$ cat src/hw/rtl/tcpu_pkg.sv
// ----------------------------------------------------------------------------
// tcpu_pkg: shared types and constants of the tiny processor core
// Field widths, opcode and action codes, the decoded command that travels
// from the front end through the queue to the back end.
// ----------------------------------------------------------------------------
package tcpu_pkg;

  localparam int unsigned WORD_W       = 16;
  localparam int unsigned ACTION_W     = 3;
  localparam int unsigned BYTE_W       = 8;
  localparam int unsigned STATUS_W     = 2;
  localparam int unsigned REG_COUNT    = 16;
  localparam int unsigned REG_AW       = 4;
  localparam int unsigned IMM_W        = 4;
  localparam int unsigned TARGET_W     = 12;
  localparam int unsigned OPCODE_W     = 4;

  localparam int unsigned DATA_DEPTH_DEF = 65536;

  localparam int unsigned QUEUE_DEPTH  = 2;
  localparam int unsigned QPTR_W       = $clog2(QUEUE_DEPTH);
  localparam int unsigned QCNT_W       = $clog2(QUEUE_DEPTH + 1);

  localparam logic [ACTION_W-1:0] ACT_EXEC       = 3'd0;
  localparam logic [ACTION_W-1:0] ACT_WRITE_BYTE = 3'd1;
  localparam logic [ACTION_W-1:0] ACT_SET_PC     = 3'd2;
  localparam logic [ACTION_W-1:0] ACT_READ_REG   = 3'd3;
  localparam logic [ACTION_W-1:0] ACT_READ_BYTE  = 3'd4;

  localparam logic [OPCODE_W-1:0] OPC_ADD    = 4'h0;
  localparam logic [OPCODE_W-1:0] OPC_LOAD   = 4'h2;
  localparam logic [OPCODE_W-1:0] OPC_STORE  = 4'h3;
  localparam logic [OPCODE_W-1:0] OPC_BRANCH = 4'h4;
  localparam logic [OPCODE_W-1:0] OPC_JUMP   = 4'hE;

  localparam logic [STATUS_W-1:0] ST_NORMAL = 2'd0;
  localparam logic [STATUS_W-1:0] ST_TAKEN  = 2'd1;
  localparam logic [STATUS_W-1:0] ST_BAD    = 2'd2;

  typedef enum logic [3:0] {
    K_ADD,
    K_LOAD,
    K_STORE,
    K_BRANCH,
    K_JUMP,
    K_BAD,
    K_WRITE_BYTE,
    K_SET_PC,
    K_READ_REG,
    K_READ_BYTE,
    K_NOP
  } kind_t;

  typedef struct packed {
    kind_t               kind;
    logic [REG_AW-1:0]   rd;
    logic [REG_AW-1:0]   ra;
    logic [REG_AW-1:0]   rb;
    logic [IMM_W-1:0]    imm;
    logic [TARGET_W-1:0] target;
    logic [WORD_W-1:0]   addr;
    logic [BYTE_W-1:0]   value;
  } cmd_t;

endpackage

$ cat src/hw/rtl/tcpu_queue.sv
// ----------------------------------------------------------------------------
// tcpu_queue: short command queue between front and back end
// A small FIFO of decoded commands so that either side can stall alone.
// ----------------------------------------------------------------------------
module tcpu_queue (
  input  logic           clk,
  input  logic           rst_n,
  input  logic           push,
  input  tcpu_pkg::cmd_t push_cmd,
  output logic           full,
  input  logic           pop,
  output logic           head_valid,
  output tcpu_pkg::cmd_t head_cmd
);

  tcpu_pkg::cmd_t                   mem_r [tcpu_pkg::QUEUE_DEPTH];
  logic [tcpu_pkg::QPTR_W-1:0]      wr_ptr_r;
  logic [tcpu_pkg::QPTR_W-1:0]      rd_ptr_r;
  logic [tcpu_pkg::QCNT_W-1:0]      count_r;
  logic [tcpu_pkg::QCNT_W-1:0]      count_nxt;

  assign full       = (count_r == tcpu_pkg::QCNT_W'(tcpu_pkg::QUEUE_DEPTH));
  assign head_valid = (count_r != '0);
  assign head_cmd   = mem_r[rd_ptr_r];

  always_comb begin
    count_nxt = count_r;
    if (push && !pop) begin
      count_nxt = count_r + 1'b1;
    end else if (pop && !push) begin
      count_nxt = count_r - 1'b1;
    end
  end

  always_ff @(posedge clk) begin
    if (!rst_n) begin
      wr_ptr_r <= '0;
      rd_ptr_r <= '0;
      count_r  <= '0;
    end else begin
      count_r <= count_nxt;
      if (push) begin
        wr_ptr_r <= wr_ptr_r + 1'b1;
      end
      if (pop) begin
        rd_ptr_r <= rd_ptr_r + 1'b1;
      end
    end
  end

  always_ff @(posedge clk) begin
    if (push) begin
      mem_r[wr_ptr_r] <= push_cmd;
    end
  end

`ifndef SYNTHESIS
  a_count_bound: assert property (@(posedge clk) disable iff (!rst_n)
    count_r <= tcpu_pkg::QCNT_W'(tcpu_pkg::QUEUE_DEPTH))
    else $error("queue occupancy above its depth");
`endif

endmodule

$ cat config.mk
export PLATFORM = sky130hd
export DESIGN_NAME = tcpu_queue
export DESIGN_NICKNAME = d
export VERILOG_FILES = /design/src/hw/rtl/tcpu_pkg.sv /design/src/hw/rtl/tcpu_queue.sv
export SDC_FILE = /design/constraint.sdc
export NUM_CORES = 1
export LEC_CHECK = 0
export ABC_AREA = 1
export BUFFER_PORTS_ARGS = -buffer_cell sky130_fd_sc_hd__clkbuf_2
export CORE_MARGIN = 5
export CORE_UTILIZATION = 56
export DETAILED_ROUTE_END_ITERATION = 16
export GPL_TIMING_DRIVEN = 0
export HOLD_SLACK_MARGIN = 0.06
export PLACE_DENSITY = 0.84
export RECOVER_POWER = 25
export SLEW_MARGIN = 40
export SYNTH_ARGS = -nofsm -noshare
export SYNTH_HDL_FRONTEND = slang
export SYNTH_SLANG_ARGS = --single-unit
$ cat constraint.sdc
create_clock -name clk -period 6.06 [get_ports clk]
set_input_delay 1.212 -clock clk [delete_from_list [all_inputs] [get_ports clk]]
set_output_delay 1.212 -clock clk [all_outputs]
set_load 0.02 [all_outputs]
==> results.yml <==
floorplan:
  dieArea_um2: 9800
  start_util_pct: 57.4
  io_pins: 118
  rows: 32
  die_h_um: 99.0
  die_width_um: 99.0
  core_um2: 7730
global_route:
  grt_pass1_wl_um: 12200
  track_usage_pct: 16.7
  grt.overflow.total: 0
  grt_max_degree: 36
  grt_pass1_vias: 2503
  antenna_found_initial: 0
drt:
  routed_wl_um: 7740
  ant_nets: 0
  drt_iter0_markers: 73
  wl_per_cell_um: 16.7
  via_per_inst: 4.92
  dr.pass1.iters: 4
  remaining_drc_errors: 0
  num_vias: 2284
setup_path:
  cp-start-kind: "flip-flop"
  cp.arrival_ps: 1680
  cp_cell_sequence: "buf_6 > buf_6 > mux2_4 > clkbuf_2"
  crit_slowest_cell: "dfxtp_1"
  crit_fanout: 10
  path_common_cell: "buf_6"
  r2r_end: "mem_r[0][5]$_DFFE_PP_"
  critPathKind: "reg2out"
  endpoint_kind: "output port"
  r2r_slack_ps: 4560
  cpPeakStageDelay_ps: 340
  cp.required_ps: 4850
  r2r-start: "wr_ptr_r$_SDFFE_PN0P_"
  rr_worst_depth: 3
synthesis:
  synthCells: 209
  synth_area_um2: 4430
  synth_cell_types: 14
  syn_area_per_cell_um2: 21.2
  ys_seq_area_share_pct: 78.1
  ys_seq_elements: 117
  syn-num-nets: 270
  synth_warnings: 0
  post-synth-top-area-cell: "edfxtp_1"
  synth.area.top_cells: "edfxtp_1, mux2_4, mux2_2"
  synth_top_area_share_pct: 75.9
placed_design:
  finalWeightedCongestion: 0.739
  numPlacedInstances: 432
  io_buffer_count: 117
  hpwl_um: 5400
  place_area_um2: 5230
pwr:
  swShare_pct: 22.5
  pwr-share-comb_pct: 10.2
  max-vdd-ir-drop_mv: 0.288
  clock_power_share_pct: 45.6
  p_seq_share_pct: 44.2
  internal_power_uw: 1660
  power_switching_uw: 482
  powerDensity_nw_per_um2: 369
  p_leak_uw: 0.00232
cells_and_area:
  nFillCells: 490
  multi_input_area_um2: 886
  final_cell_mix: "edfxtp_1, clkbuf_2, mux2_4, clkbuf_1"
  instances_no_fill: 464
  final_common_cell: "edfxtp_1"
  nets: 410
  syn_to_final_growth_pct: 30.8
  drive_gt1_share_pct: 53.6
  n_antenna_cell: 0
  seq_area_um2: 3460
  design_area_um2: 5800
worst_hold_path:
  holdPathStages: 2
  min_from: "rd_ptr_r$_SDFFE_PN0P_"
  hp-class: "reg2reg"
  worstHoldEndpoint: "rd_ptr_r$_SDFFE_PN0P_"
timing:
  tns_ps: 0
  hold_violations: 0
  hold_ws_ps: 541
  post-route-period-util_pct: 47.8
  setup_viol: 0
  min_period_ps: 2900
  slew-limit-headroom_pct: 63.2
  worst_pin_slew_ps: 551
  rsz0062_at_grt: "false"
  drv_slew: 0
  finClkSkew_ps: 3.43
  max_freq_ghz: 0.345
clocking:
  clk_pin_slew_ps: 50
  cts_made_buffers: 17
  clockBufferDepth: 2
  hold_buffers: 0
  cts-root-buf: "clkbuf_8"
  cts_sinks: 117
  h-tree-depth: 4
  post_cts_buffers: 0
  clk_latency_ps: 500
  cts_resized: 0
  tritoncts: "done"
run_status:
  status: "completed"
run:
  cap_violations: 0
-- sequential cells by signal (all words and copies together) (netlist names), named ones only --
signal / count
wr_ptr_r: 1
mem_r: 112
rd_ptr_r: 1
count_r: 2
-- logic make-up after synthesis --
logic type	count (synthesis)	synth area share, %
multiplexers	56	17.6
buffers and inverters	14	2.06
AO/OA/AOI/OAI	2	0.226
flip-flops	117	78.1
AND/OR/NAND/NOR	19	1.69
adder cells (fa/ha/maj)	1	0.282
-- worst max path at each step --
stage | start | end | slack, ps | depth (start not counted)
after global routing | flip-flop | head_cmd[17] | 3090 | 4
after floorplan | push | mem_r[0][0]$_DFFE_PP_ | 1990 | 2
final | flip-flop | head_cmd[22] | 3160 | 4
after CTS | flip-flop | head_cmd[23] | 3120 | 4
after detailed placement | push | mem_r[0][49]$_DFFE_PP_ | 3500 | 5
after global placement | push | mem_r[0][28]$_DFFE_PP_ | 610 | 3
-- cells in the mapped netlist, drive strengths merged --
master / count
nor2: 8
nand2: 9
edfxtp: 112
dfxtp: 5
mux2: 56
nand3: 1
buf: 6
ha: 1
o21ai: 1
nand4: 1
a21oi: 1
inv: 8
-- worst max-delay path: cells and delay by family, from the launching register on --
family,cells,cell delay [ps]
buffers and inverters,3,520
multiplexers,1,320
flip-flops,1,340
-- per-stage QoR --
stage / worst slack, ps / total power, uW / utilization [%]
2_1_floorplan: 1990 / 1100 / -
4_1_cts: 3120 / 2160 / 75.4
6_report: 3160 / 2140 / 75.1
5_1_grt: 3090 / 2220 / 75.1
3_5_place_dp: 3500 / 1190 / 67.7
3_3_place_gp: 607 / 1170 / 66.6
-- power by group through the flow --
stage          registers (uW)  clock network (uW)  logic, uW
2_1_floorplan             962                   0        141
3_3_place_gp              964                   0        209
3_5_place_dp              964                   0        223
4_1_cts                   948                 992        224
5_1_grt                   951                1040        233
6_report                  947                 976        218
-- per-layer routing --
| layer | up-vias | GRT usage (%) | share of wire [%] | wire length, um |
|---|---|---|---|---|
| met4 | 0 | 6.93 | 0.83 | 64 |
| met3 | 7 | 5.94 | 7.2 | 561 |
| met5 | - | 0 | 0 | 0 |
| met2 | 84 | 30.7 | 55 | 4290 |
| met1 | 1106 | 16.9 | 36 | 2830 |
| li1 | 1087 | - | - | - |
-- layout make-up --
| cell class | count | area share, % |
|---|---|---|
| clock buffer | 17 | 7.14 |
| tap | 102 | 2.20 |
| clock inverter | 15 | 3.11 |
| timing repair buffer | 121 | 11.0 |
| inverter | 8 | 0.561 |
| multi-input combinational | 78 | 15.3 |
| sequential | 117 | 59.7 |
| buffer | 6 | 1.06 |
Power figures use the tool's default switching activity.
