### config.mk
export PLATFORM = sky130hd
export DESIGN_NAME = tcpu_front_flat
export DESIGN_NICKNAME = d
export VERILOG_FILES = /design/src/hw/rtl/tcpu_pkg.sv /design/src/hw/rtl/tcpu_if.sv /design/src/hw/rtl/tcpu_front.sv /design/src/flat_wrapper.sv
export SDC_FILE = /design/constraint.sdc
export NUM_CORES = 1
export LEC_CHECK = 0
export ABC_AREA = 1
export BUFFER_PORTS_ARGS = -buffer_cell sky130_fd_sc_hd__buf_2
export CAP_MARGIN = 20
export CORE_MARGIN = 8
export CORE_UTILIZATION = 30
export DETAILED_ROUTE_END_ITERATION = 6
export GPL_TIMING_DRIVEN = 0
export PLACE_DENSITY = 0.88
export SLEW_MARGIN = 20
export SYNTH_ARGS = -nofsm -noshare
export SYNTH_HDL_FRONTEND = slang
export SYNTH_SLANG_ARGS = --single-unit
export TNS_END_PERCENT = 30
### constraint.sdc
create_clock -name vclk -period 0.9
set_input_delay 0.045 -clock vclk [all_inputs]
set_output_delay 0.045 -clock vclk [all_outputs]
set_load 0.02 [all_outputs]
### src/hw/rtl/tcpu_pkg.sv
// ----------------------------------------------------------------------------
// tcpu_pkg: shared types and constants of the tiny processor core
// Field widths, opcode and action codes, the decoded command that travels
// from the front end through the queue to the back end.
// ----------------------------------------------------------------------------
package tcpu_pkg;

  localparam int unsigned WORD_W       = 16;
  localparam int unsigned ACTION_W     = 3;
  localparam int unsigned BYTE_W       = 8;
  localparam int unsigned STATUS_W     = 2;
  localparam int unsigned REG_COUNT    = 16;
  localparam int unsigned REG_AW       = 4;
  localparam int unsigned IMM_W        = 4;
  localparam int unsigned TARGET_W     = 12;
  localparam int unsigned OPCODE_W     = 4;

  localparam int unsigned DATA_DEPTH_DEF = 65536;

  localparam int unsigned QUEUE_DEPTH  = 2;
  localparam int unsigned QPTR_W       = $clog2(QUEUE_DEPTH);
  localparam int unsigned QCNT_W       = $clog2(QUEUE_DEPTH + 1);

  localparam logic [ACTION_W-1:0] ACT_EXEC       = 3'd0;
  localparam logic [ACTION_W-1:0] ACT_WRITE_BYTE = 3'd1;
  localparam logic [ACTION_W-1:0] ACT_SET_PC     = 3'd2;
  localparam logic [ACTION_W-1:0] ACT_READ_REG   = 3'd3;
  localparam logic [ACTION_W-1:0] ACT_READ_BYTE  = 3'd4;

  localparam logic [OPCODE_W-1:0] OPC_ADD    = 4'h0;
  localparam logic [OPCODE_W-1:0] OPC_LOAD   = 4'h2;
  localparam logic [OPCODE_W-1:0] OPC_STORE  = 4'h3;
  localparam logic [OPCODE_W-1:0] OPC_BRANCH = 4'h4;
  localparam logic [OPCODE_W-1:0] OPC_JUMP   = 4'hE;

  localparam logic [STATUS_W-1:0] ST_NORMAL = 2'd0;
  localparam logic [STATUS_W-1:0] ST_TAKEN  = 2'd1;
  localparam logic [STATUS_W-1:0] ST_BAD    = 2'd2;

  typedef enum logic [3:0] {
    K_ADD,
    K_LOAD,
    K_STORE,
    K_BRANCH,
    K_JUMP,
    K_BAD,
    K_WRITE_BYTE,
    K_SET_PC,
    K_READ_REG,
    K_READ_BYTE,
    K_NOP
  } kind_t;

  typedef struct packed {
    kind_t               kind;
    logic [REG_AW-1:0]   rd;
    logic [REG_AW-1:0]   ra;
    logic [REG_AW-1:0]   rb;
    logic [IMM_W-1:0]    imm;
    logic [TARGET_W-1:0] target;
    logic [WORD_W-1:0]   addr;
    logic [BYTE_W-1:0]   value;
  } cmd_t;

endpackage

### src/hw/rtl/tcpu_if.sv
// ----------------------------------------------------------------------------
// tcpu_in_if / tcpu_out_if: valid/ready channels of the processor core
// One item moves at each clock edge where valid and ready are both high.
// ----------------------------------------------------------------------------
interface tcpu_in_if;
  logic                                valid;
  logic                                ready;
  logic [tcpu_pkg::ACTION_W-1:0]       action;
  logic [tcpu_pkg::WORD_W-1:0]         instr;
  logic [tcpu_pkg::WORD_W-1:0]         address;
  logic [tcpu_pkg::BYTE_W-1:0]         value;
  logic [tcpu_pkg::REG_AW-1:0]         reg_index;

  modport source (output valid, action, instr, address, value, reg_index, input ready);
  modport sink   (input valid, action, instr, address, value, reg_index, output ready);
endinterface


### src/hw/rtl/tcpu_front.sv
// ----------------------------------------------------------------------------
// tcpu_front: input decode
// Classifies each incoming action and instruction word into a command and
// chooses the two register file read ports it will need.
// ----------------------------------------------------------------------------
module tcpu_front (
  tcpu_in_if.sink          in_ch,
  input  logic             q_full,
  output logic             push,
  output tcpu_pkg::cmd_t   cmd
);

  logic [tcpu_pkg::OPCODE_W-1:0] opcode;
  tcpu_pkg::kind_t               kind;

  assign opcode      = in_ch.instr[15:12];
  assign in_ch.ready = !q_full;
  assign push        = in_ch.valid && !q_full;

  always_comb begin
    unique case (in_ch.action)
      tcpu_pkg::ACT_EXEC: begin
        unique case (opcode)
          tcpu_pkg::OPC_ADD:    kind = tcpu_pkg::K_ADD;
          tcpu_pkg::OPC_LOAD:   kind = tcpu_pkg::K_LOAD;
          tcpu_pkg::OPC_STORE:  kind = tcpu_pkg::K_STORE;
          tcpu_pkg::OPC_BRANCH: kind = tcpu_pkg::K_BRANCH;
          tcpu_pkg::OPC_JUMP:   kind = tcpu_pkg::K_JUMP;
          default:              kind = tcpu_pkg::K_BAD;
        endcase
      end
      tcpu_pkg::ACT_WRITE_BYTE: kind = tcpu_pkg::K_WRITE_BYTE;
      tcpu_pkg::ACT_SET_PC:     kind = tcpu_pkg::K_SET_PC;
      tcpu_pkg::ACT_READ_REG:   kind = tcpu_pkg::K_READ_REG;
      tcpu_pkg::ACT_READ_BYTE:  kind = tcpu_pkg::K_READ_BYTE;
      default:                  kind = tcpu_pkg::K_NOP;
    endcase
  end

  always_comb begin
    cmd.kind   = kind;
    cmd.rd     = in_ch.instr[11:8];
    // Port A serves rs, or the register named by a read-back action.
    cmd.ra     = (kind == tcpu_pkg::K_READ_REG) ? in_ch.reg_index : in_ch.instr[7:4];
    // Port B serves rt for add, and rd for store data and the branch compare.
    cmd.rb     = (kind == tcpu_pkg::K_ADD) ? in_ch.instr[3:0] : in_ch.instr[11:8];
    cmd.imm    = in_ch.instr[3:0];
    cmd.target = in_ch.instr[11:0];
    cmd.addr   = in_ch.address;
    cmd.value  = in_ch.value;
  end

endmodule

### src/flat_wrapper.sv
// flat-port wrapper written by rule: the top's interface ports become plain ports
module tcpu_front_flat 
  (q_full, push, cmd, in_ch_valid, in_ch_action, in_ch_instr, in_ch_address, in_ch_value, in_ch_reg_index, in_ch_ready);
  tcpu_in_if in_ch_i ();
  input  logic q_full;
  output logic push;
  output tcpu_pkg::cmd_t cmd;
  input wire logic [$bits(in_ch_i.valid)-1:0] in_ch_valid;
  input wire logic [$bits(in_ch_i.action)-1:0] in_ch_action;
  input wire logic [$bits(in_ch_i.instr)-1:0] in_ch_instr;
  input wire logic [$bits(in_ch_i.address)-1:0] in_ch_address;
  input wire logic [$bits(in_ch_i.value)-1:0] in_ch_value;
  input wire logic [$bits(in_ch_i.reg_index)-1:0] in_ch_reg_index;
  output wire logic [$bits(in_ch_i.ready)-1:0] in_ch_ready;
  assign in_ch_i.valid = in_ch_valid;
  assign in_ch_i.action = in_ch_action;
  assign in_ch_i.instr = in_ch_instr;
  assign in_ch_i.address = in_ch_address;
  assign in_ch_i.value = in_ch_value;
  assign in_ch_i.reg_index = in_ch_reg_index;
  assign in_ch_ready = in_ch_i.ready;
  tcpu_front u_core (.in_ch(in_ch_i), .q_full(q_full), .push(push), .cmd(cmd));
endmodule
==> summary.md, run 1 <==
| Metric | Value |
|---|---|
| Row cnt | `17` |
| Synthesized cell area | `about 680 um2` |
| Hold Vio Cnt, Final | `0` |
| Placed cells | `between 200 and 250` |
| CP required | `850 ps` |
| DR iter-0 viols | `14` |
| Antenna Nets Post-Route | `0` |
| Slew Viols, Final | `0` |
| Synthesized net count | `160` |
| N_diodes | `0` |
| Arr. time, crit path | `1050 ps` |
| Max frequency | `917 MHz` |
| Tmin final | `around 1100 ps` |
| Unrepaired setup endpoints after global routing | `true` |
| Synth Instances | `around 110` |
| Actual slew at the worst max-slew pin | `167 ps` |
| Pin count of the biggest net entering global routing | `7` |
| Layout cells sized above 1 | `0.824` |
| Yosys top cell by area | `buf_4` |
| Die width | `63.5 um` |
| Failing checks | `setup timing` |
| P_leak | `approximately 0.81 nW` |
| CP Max Fanout | `5` |
| Distinct cells, synth | `17` |
| Drt first pass iters | `4` |
| DP Area | `approximately 1100 um2` |
| Post-synth top area share | `0.488` |
| Area contributors post-synth | `buf_4 (49%), nand2_1 (15%), mux2_2 (6.7%)` |
| RD Place Congestion | `0.752` |
| Top Ports | `between 100 and 150` |
| Maximum capacitance violations | `0` |
| Total core area | `approximately 2200 um2` |
| DRT Wirelength | `between 2000 and 3000 um` |
| Seq_cells | `0` |
| Drt wl/cell | `between 10 and 15 um` |
| Post-detailed-route via-to-cell ratio | `between 4 and 5` |
| Core Util, Final | `0.622` |
| Final worst-path cycle share | `1.21` |
| Mean area per synthesized cell | `between 6 and 7 um2` |
| Cell Pwr Density | `595 nW/um2` |
| Worst hold path class | `primary input to output pin` |
| Final setup vio count | `10` |
| Nets | `250` |
| CP Launch Type | `primary input` |
| CP endpoint kind | `output pin` |
| Die area | `approximately 4000 um2` |
| Final setup margin | `-191 ps` |
| Max_slew headroom | `0.889` |
| Vias in the first global route | `about 1000` |
| Sequential share of the synthesized area | `0` |
| Total GRT Usage | `0.123` |
| Final cell count without fillers | `around 230` |
| Status | `finished, violations left` |
| # clk buffers | `0` |
| Pre-CTS setup slack | `-245 ps` |
| Crit Path Class | `primary input to output pin` |
| Final HPWL DP | `~2400 um` |
| Register area | `0 um2` |
| Die Span Y | `63.5 um` |
| Gr ovfl total | `0` |
| Starting Density | `0.312` |
| Peak VDD IR | `approximately 0.00032 V` |
| DR DRC count | `0` |
| DR vias | `958` |
| Port Buffers | `83` |
| Area growth from synthesis to layout | `99.3%` |
| Setup TNS | `-936 ps` |
| First-pass GRT wire length | `around 4400 um` |
| Initial antenna violation count | `0` |
| Final instance area | `roughly 1300 um2` |
| Synth warn | `0` |
==> final cells by class <==
class                           count  area [um2]
Buffer                             44         330
Fill cell                         189         821
Inverter                           11        43.8
Multi-Input combinational cell     56         378
Tap cell                           28        35.0
Timing Repair Buffer               88         562
==> critical path: stages <==
cell,delay (ps)
buf_12,110
nor2_4,120
buf_4,130
inv_1,50
nor2_1,80
nand3_1,90
nand2_2,110
nor2_4,60
nand3_2,70
nand2_2,50
buf_6,120
==> timing repair <==
| action | in CTS | in global routing |
|---|---|---|
| gates resized for setup | 39 | 13 |
| endpoints found under the hold margin | 0 | 0 |
| endpoints found under the setup margin | 8 | 10 |
| hold buffers | 0 | 0 |
| setup buffers | 3 | 2 |
| pin swaps | 18 | 12 |
==> synthesized netlist by cell type, drive strengths merged <==
library cell   n
nor2          12
a21oi          1
nand2         29
buf           44
o21ai          1
inv           11
nand4          1
nand3          8
mux2           4
==> metal layers <==
metal	part of all wire	global-route usage
met3	0.18	0.0848
met5	0	0
met4	0	0
met2	0.52	0.238
met1	0.30	0.106
==> metrics by stage <==
stage,hold WS (ps),power [mW]
floorplan,167,0.467
global placement,311,0.694
detailed placement,312,0.704
CTS,312,0.784
global route,312,0.862
finish,310,0.803
==> worst paths after layout <==
| check | from | to | slack, ps | depth (start not counted) |
|---|---|---|---|---|
| max | in_ch_action[1] | cmd[41] | -190 | 11 |
| min | in_ch_value[7] | cmd[7] | 310 | 2 |
==> where the power goes <==
| group | internal (mW) | switching, mW |
|---|---|---|
| logic | 0.380 | 0.423 |
| registers | 0 | 0 |
| clock network | 0 | 0 |
| total | 0.380 | 0.423 |
==> logic make-up (layout without fill, tap and decap cells) <==
family,after synthesis,count (layout),synth area share
buffers and inverters,55,143,0.553
and+or+nand+nor,50,50,0.366
muxes,4,4,0.0665
AOI/OAI and AO/OA,2,2,0.0148
==> cell usage in the layout, fill, tap and decap left out, types with 2 or more instances in the layout <==
master and n:
buf_12 2, buf_2 69, buf_4 49, buf_6 11, inv_1 7, inv_2 3, mux2_2 4, nand2_1 19
nand2_2 9, nand3_2 5, nand3_4 2, nor2_1 5, nor2_2 2, nor2_4 5
(Power assumes the default switching activity.)
==> run 2: changes to the inputs <==
--- a/config.mk
+++ b/config.mk
@@ -5,14 +5,14 @@
 export SDC_FILE = /design/constraint.sdc
 export NUM_CORES = 1
 export LEC_CHECK = 0
-export ABC_AREA = 1
+export ABC_AREA = 0
 export BUFFER_PORTS_ARGS = -buffer_cell sky130_fd_sc_hd__buf_2
 export CAP_MARGIN = 20
 export CORE_MARGIN = 8
-export CORE_UTILIZATION = 30
+export CORE_UTILIZATION = 27
 export DETAILED_ROUTE_END_ITERATION = 6
 export GPL_TIMING_DRIVEN = 0
-export PLACE_DENSITY = 0.88
+export PLACE_DENSITY = 0.87
 export SLEW_MARGIN = 20
 export SYNTH_ARGS = -nofsm -noshare
 export SYNTH_HDL_FRONTEND = slang
==> run 2 against run 1 <==
The run still ends with setup timing left. Via count shrank 19%. Worst hold slack hardly changed. Synthesized area down 15%. Die area fell by 4.1%. Final cell count fell by 20%. Clock-buffer cell count is the same. Core utilization decreased by 7.4 points.
==> summary.md, run 2 <==
| Metric | Value |
|---|---|
| Drt first pass iters | `2` |
| Count leader, synth | `buf_4` |
| Area growth from synthesis to layout | `88.7%` |
| CP Launch Type | `primary input` |
| Maximum capacitance violations | `0` |
| Failing checks | `setup timing` |
| Crit Path Class | `primary input to output pin` |
| Commonest non-fill, non-tap cells in the layout | `buf_2 (75), buf_4 (46), buf_6 (5)` |
| Layout cells sized above 1 | `0.903` |
| Row cnt | `16` |
| Synthesized cell area | `approximately 580 um2` |
| Sequential Power Share | `0` |
| Fill count | `between 200 and 250` |
| Comb power frac | `1.000` |
| Gr ovfl total | `0` |
| Vias in the first global route | `853` |
| Area contributors post-synth | `buf_4 (57%), mux2_4 (10%), mux2_2 (7.8%)` |
| Seq_cells | `0` |
| Mean area per synthesized cell | `about 8 um2` |
| Die Span Y | `about 62 um` |
| Sequential share of the synthesized area | `0` |
| Post-synth top cells | `buf_4 (44), mux2_2 (4), mux2_4 (4), nand3b_1 (3)` |
| Crit. Startpoint | `in_ch_instr[12]` |
| Net Switching | `between 0.3 and 0.4 mW` |
| Die width | `62.2 um` |
| Post-detailed-route via-to-cell ratio | `between 4 and 5` |
| CP endpoint kind | `output pin` |
| XOR/XNOR share of the synthesized area | `0` |
| Slew Viols, Final | `0` |
| Starting Density | `0.290` |
| Cell Pwr Density | `around 600 nW/um2` |
| Top Ports | `about 110` |
| DR vias | `780` |
| Arr. time, crit path | `approximately 1600 ps` |
| RD Place Congestion | `0.728` |
| Final setup margin | `-746 ps` |
| Worst hold path class | `primary input to output pin` |
| Peak VDD IR | `between 0.0003 and 0.0004 V` |
| Mux share of post-synthesis cell area | `0.200` |
| HP Start | `in_ch_value[0]` |
| Final worst-path cycle share | `1.83` |
| Drt wl/cell | `~14 um` |
| Clock power share | `0` |
| Die area | `around 3900 um2` |
| Max frequency | `approximately 600 MHz` |
| Antenna Nets Post-Route | `0` |
| Synth Instances | `72` |
| Distinct cells, synth | `17` |
| DR iter-0 viols | `32` |
| Most common cell after layout, fill and taps aside | `buf_2` |
| Port Buffers | `83` |
| Post-synth top area share | `0.574` |
| Final HPWL DP | `between 2000 and 2500 um` |
| Unrepaired setup endpoints after global routing | `true` |
| Pin count of the biggest net entering global routing | `9` |
| Hold Crit Endpoint | `cmd[0]` |
| First-pass GRT wire length | `between 3000 and 4000 um` |
| # clk buffers | `0` |
| Post-Synth Adder-Cell Area | `0` |
| Hold depth | `2` |
| Tmin final | `between 1500 and 2000 ps` |
| Initial antenna violation count | `0` |
| CP Max Fanout | `4` |
| Internal | `around 0.32 mW` |
| # hold bufs at CTS | `0` |
| Largest family of logic cells by synthesized area | `buffers and inverters` |
| P_leak | `approximately 0.66 nW` |
| Synth warn | `0` |
| Nets | `206` |
| Yosys top cell by area | `buf_4` |
| DRT Wirelength | `2550 um` |
| Status | `finished, violations left` |
| Hold Vio Cnt, Final | `0` |
| Setup TNS | `-4010 ps` |
| Actual slew at the worst max-slew pin | `roughly 380 ps` |
| Max_slew headroom | `0.741` |
| Synth Area in Compound Gates | `0.0804` |
| N_diodes | `0` |
| Register area | `0 um2` |
| Synthesized net count | `~120` |
| Final setup vio count | `10` |
| DR DRC count | `0` |
| Total core area | `between 1500 and 2000 um2` |
| Total GRT Usage | `0.118` |
| CP required | `850 ps` |
| Post-Synth Simple-Gate Area | `0.124` |
| Switching share of power | `0.510` |
| Core Util, Final | `0.548` |
==> run 2: changes by cell type in the layout (fill, tap and decap cells not counted), moves of 3 or more <==
cell | previous run | this run
buf_2 | 69 | 75
nor2_1 | 5 | 0
nand2_2 | 9 | 0
mux2_4 | 0 | 4
nand2_1 | 19 | 0
inv_2 | 3 | 0
buf_4 | 49 | 46
buf_6 | 11 | 5
nor2_4 | 5 | 0
nand3_2 | 5 | 0
nand3b_1 | 0 | 3
inv_1 | 7 | 2
==> run 2: area by class of cell <==
cell class / count / area, um2 / share of cell area
well taps: 27 / 33.8 / 0.0311
multi-input cells: 25 / 245 / 0.226
inverters: 2 / 7.51 / 0.00691
plain buffers: 44 / 330 / 0.304
repair buffers: 84 / 469 / 0.432
==> run 2: worst max path at each step <==
| stage | depth (start not counted) | to | slack (ps) |
|---|---|---|---|
| floorplan | 4 | cmd[40] | -600 |
| global placement | 6 | cmd[43] | -890 |
| detailed placement | 6 | cmd[43] | -890 |
| CTS | 6 | cmd[43] | -810 |
| global route | 5 | cmd[42] | -770 |
| finish | 5 | cmd[42] | -750 |
==> run 2: cells by family after synthesis <==
group           count (synthesis)
compound gates                  6
buf+inv                        47
mux                             9
simple gates                   10
==> run 2: critical path, stage by stage <==
cell,delay [ps]
buf_8,90
or4_4,520
or4_4,480
mux2_4,330
buf_6,130
==> run 2: routing by layer <==
metal,global-route usage,part of all wire,wire [um],vias up
met1,0.124,0.39,1000,336
met2,0.207,0.45,1140,75
li1,-,-,-,369
met3,0.0699,0.16,404,0
met5,0,0,0,-
met4,0,0,0,0
==> run 2: repair_timing <==
action,CTS,global route
endpoints found under the setup margin,10,10
setup buffers,1,0
gates resized for setup,19,1
cloned,0,0
==> run 2: power groups by stage <==
stage	clock, mW	sequential [mW]	combinational, mW
final	0	0	0.653
after global routing	0	0	0.692
after CTS	0	0	0.659
after detailed placement	0	0	0.626
after global placement	0	0	0.617
after floorplan	0	0	0.400
==> run 2: stage by stage <==
| step | hold WS (ps) | setup WS [ps] | cells | power, mW | cell area (um2) |
|---|---|---|---|---|---|
| final | 310 | -746 | 182 | 0.653 | 1090 |
| after floorplan | 167 | -598 | 72 | 0.400 | 576 |
| after global routing | 314 | -773 | 182 | 0.692 | 1090 |
| after CTS | 312 | -808 | 183 | 0.659 | 1090 |
| after detailed placement | 312 | -893 | 182 | 0.626 | 1020 |
| after global placement | 311 | -891 | 182 | 0.617 | 1020 |
==> run 3: changes to the inputs <==
--- a/config.mk
+++ b/config.mk
@@ -13,6 +13,7 @@
 export DETAILED_ROUTE_END_ITERATION = 6
 export GPL_TIMING_DRIVEN = 0
 export PLACE_DENSITY = 0.87
+export RECOVER_POWER = 50
 export SLEW_MARGIN = 20
 export SYNTH_ARGS = -nofsm -noshare
 export SYNTH_HDL_FRONTEND = slang
==> run 3 against run 2 <==
Critical path depth unchanged. Worst hold slack improved by 38 ps. Core utilization is 1.5 points lower. The run still ends with setup timing left. Combinational power decreased by 2%. Flip-flop and latch count is the same. Design area down 2.8%. Die area unchanged. Critical endpoint unchanged. Sequential share of layout area did not move.
==> summary.md, run 3 (synthesis gave the netlist of run 2 again) <==
| Metric | Value |
|---|---|
| Die width | `between 60 and 70 um` |
| Fill count | `218` |
| Post-detailed-route via-to-cell ratio | `~4.3` |
| Largest delay share family, worst path | `simple AND/OR/NAND/NOR gates` |
| Total GRT Usage | `0.118` |
| Final HPWL DP | `about 2300 um` |
| Commonest non-fill, non-tap cells in the layout | `buf_2 (51), buf_4 (46), clkbuf_1 (24)` |
| Die Span Y | `62.2 um` |
| Total core area | `1980 um2` |
| CP Max Fanout | `4` |
| Most common cell after layout, fill and taps aside | `buf_2` |
| DP Area | `about 1000 um2` |
| Crit. Startpoint | `in_ch_instr[12]` |
| # hold bufs at CTS | `0` |
| # clk buffers | `0` |
| Crit path capture | `cmd[42]` |
| CP bufs+invs | `2` |
| Starting Density | `0.290` |
| Cell Chain, Critical Path | `buf_8 > or4_4 > or4_4 > mux2_4 > buf_6` |
| Sequential Power Share | `0` |
| Register area | `0 um2` |
| Actual slew at the worst max-slew pin | `approximately 380 ps` |
| CP Launch Type | `primary input` |
| Final setup vio count | `10` |
| Final cell count without fillers | `roughly 180` |
| Initial antenna violation count | `0` |
| Hold slack final | `roughly 350 ps` |
| Crit Path Class | `primary input to output pin` |
| DR DRC count | `0` |
| Arr. time, crit path | `approximately 1600 ps` |
| Vias in the first global route | `around 850` |
| Placed cells | `182` |
| Final worst-path cycle share | `1.83` |
| P_leak | `about 0.6 nW` |
| Comb power frac | `1.000` |
| Die area | `3870 um2` |
| Port Buffers | `83` |
| Status | `finished, violations left` |
| N_diodes | `0` |
| CP max-delay cell | `or4_4` |
| Worst hold path class | `primary input to output pin` |
| Net Switching | `roughly 0.33 mW` |
| Area growth from synthesis to layout | `83.5%` |
| Final instance area | `approximately 1100 um2` |
| Max frequency | `around 610 MHz` |
| Setup TNS | `-4010 ps` |
| Layout cells sized above 1 | `0.748` |
| Max_slew headroom | `0.741` |
| Seq_cells | `0` |
| DRT Wirelength | `2540 um` |
| CP required | `850 ps` |
| Core Util, Final | `0.533` |
| Final setup margin | `-747 ps` |
| DR vias | `between 700 and 800` |
| Drt wl/cell | `about 14 um` |
| Crit path depth | `5` |
| Pin count of the biggest net entering global routing | `9` |
| Antenna Nets Post-Route | `0` |
| Crit-path max cell delay | `about 520 ps` |
| RD Place Congestion | `~0.73` |
| Top Ports | `between 100 and 150` |
| Internal | `~0.30 mW` |
| DR iter-0 viols | `32` |
| First-pass GRT wire length | `just under 4000 um` |
| Slew Viols, Final | `0` |
| Hold Vio Cnt, Final | `0` |
| Cell Pwr Density | `605 nW/um2` |
| Tmin final | `1650 ps` |
| Failing checks | `setup timing` |
| Nets | `about 200` |
| Row cnt | `16` |
| Most common cell type on the critical path | `or4_4` |
| CP endpoint kind | `output pin` |
| Gr ovfl total | `0` |
| Unrepaired setup endpoints after global routing | `true` |
| Drt first pass iters | `2` |
| Switching share of power | `0.524` |
| Clock power share | `0` |
| Peak VDD IR | `0.000360 V` |
| Maximum capacitance violations | `0` |
[run 3: changes by cell type in the layout (fill, tap and decap cells not counted)]
cell / delta
buf_2: -24
clkbuf_1: +24
[run 3: metal layers]
metal | vias to the layer above | part of all wire | track usage
met5 | - | 0 | 0
met4 | 0 | 0 | 0
met3 | 0 | 0.15 | 0.0699
met2 | 75 | 0.45 | 0.207
met1 | 333 | 0.40 | 0.124
li1 | 369 | - | -
[run 3: power by group through the flow]
stage	Combinational (mW)	Clock [mW]	Sequential, mW
final	0.638	0	0
after CTS	0.659	0	0
after global placement	0.617	0	0
after floorplan	0.400	0	0
after global routing	0.679	0	0
after detailed placement	0.626	0	0
[run 3: how the worst min path moves through the flow]
stage                           start          end  slack [ps]  depth (start not counted)
floorplan                      q_full  in_ch_ready         170                          1
global placement    in_ch_address[13]      cmd[21]         310                          2
detailed placement  in_ch_address[15]      cmd[23]         310                          2
CTS                 in_ch_address[15]      cmd[23]         310                          2
global route        in_ch_address[15]      cmd[23]         360                          2
finish                         q_full  in_ch_ready         350                          3
[run 3: stage by stage]
stage          setup slack [ps]  power, mW
3_3_place_gp               -891      0.617
2_1_floorplan              -598      0.400
5_1_grt                    -773      0.679
3_5_place_dp               -893      0.626
6_report                   -747      0.638
4_1_cts                    -808      0.659
[run 3: repair_timing]
action                                  CTS  global route
endpoints found under the setup margin   10            10
gates resized for setup                  19             1
setup buffers                             1             0
[run 3: tightest hold or removal path: stages]
cell,delay (ps)
buf_2,80
inv_1,30
buf_2,140
[run 3: final cells by class]
class,count,area (um2),share of cell area
Timing Repair Buffer,84,439,0.416
Buffer,44,330,0.313
Multi-Input combinational cell,25,245,0.232
Tap cell,27,33.8,0.0320
Inverter,2,7.51,0.00711
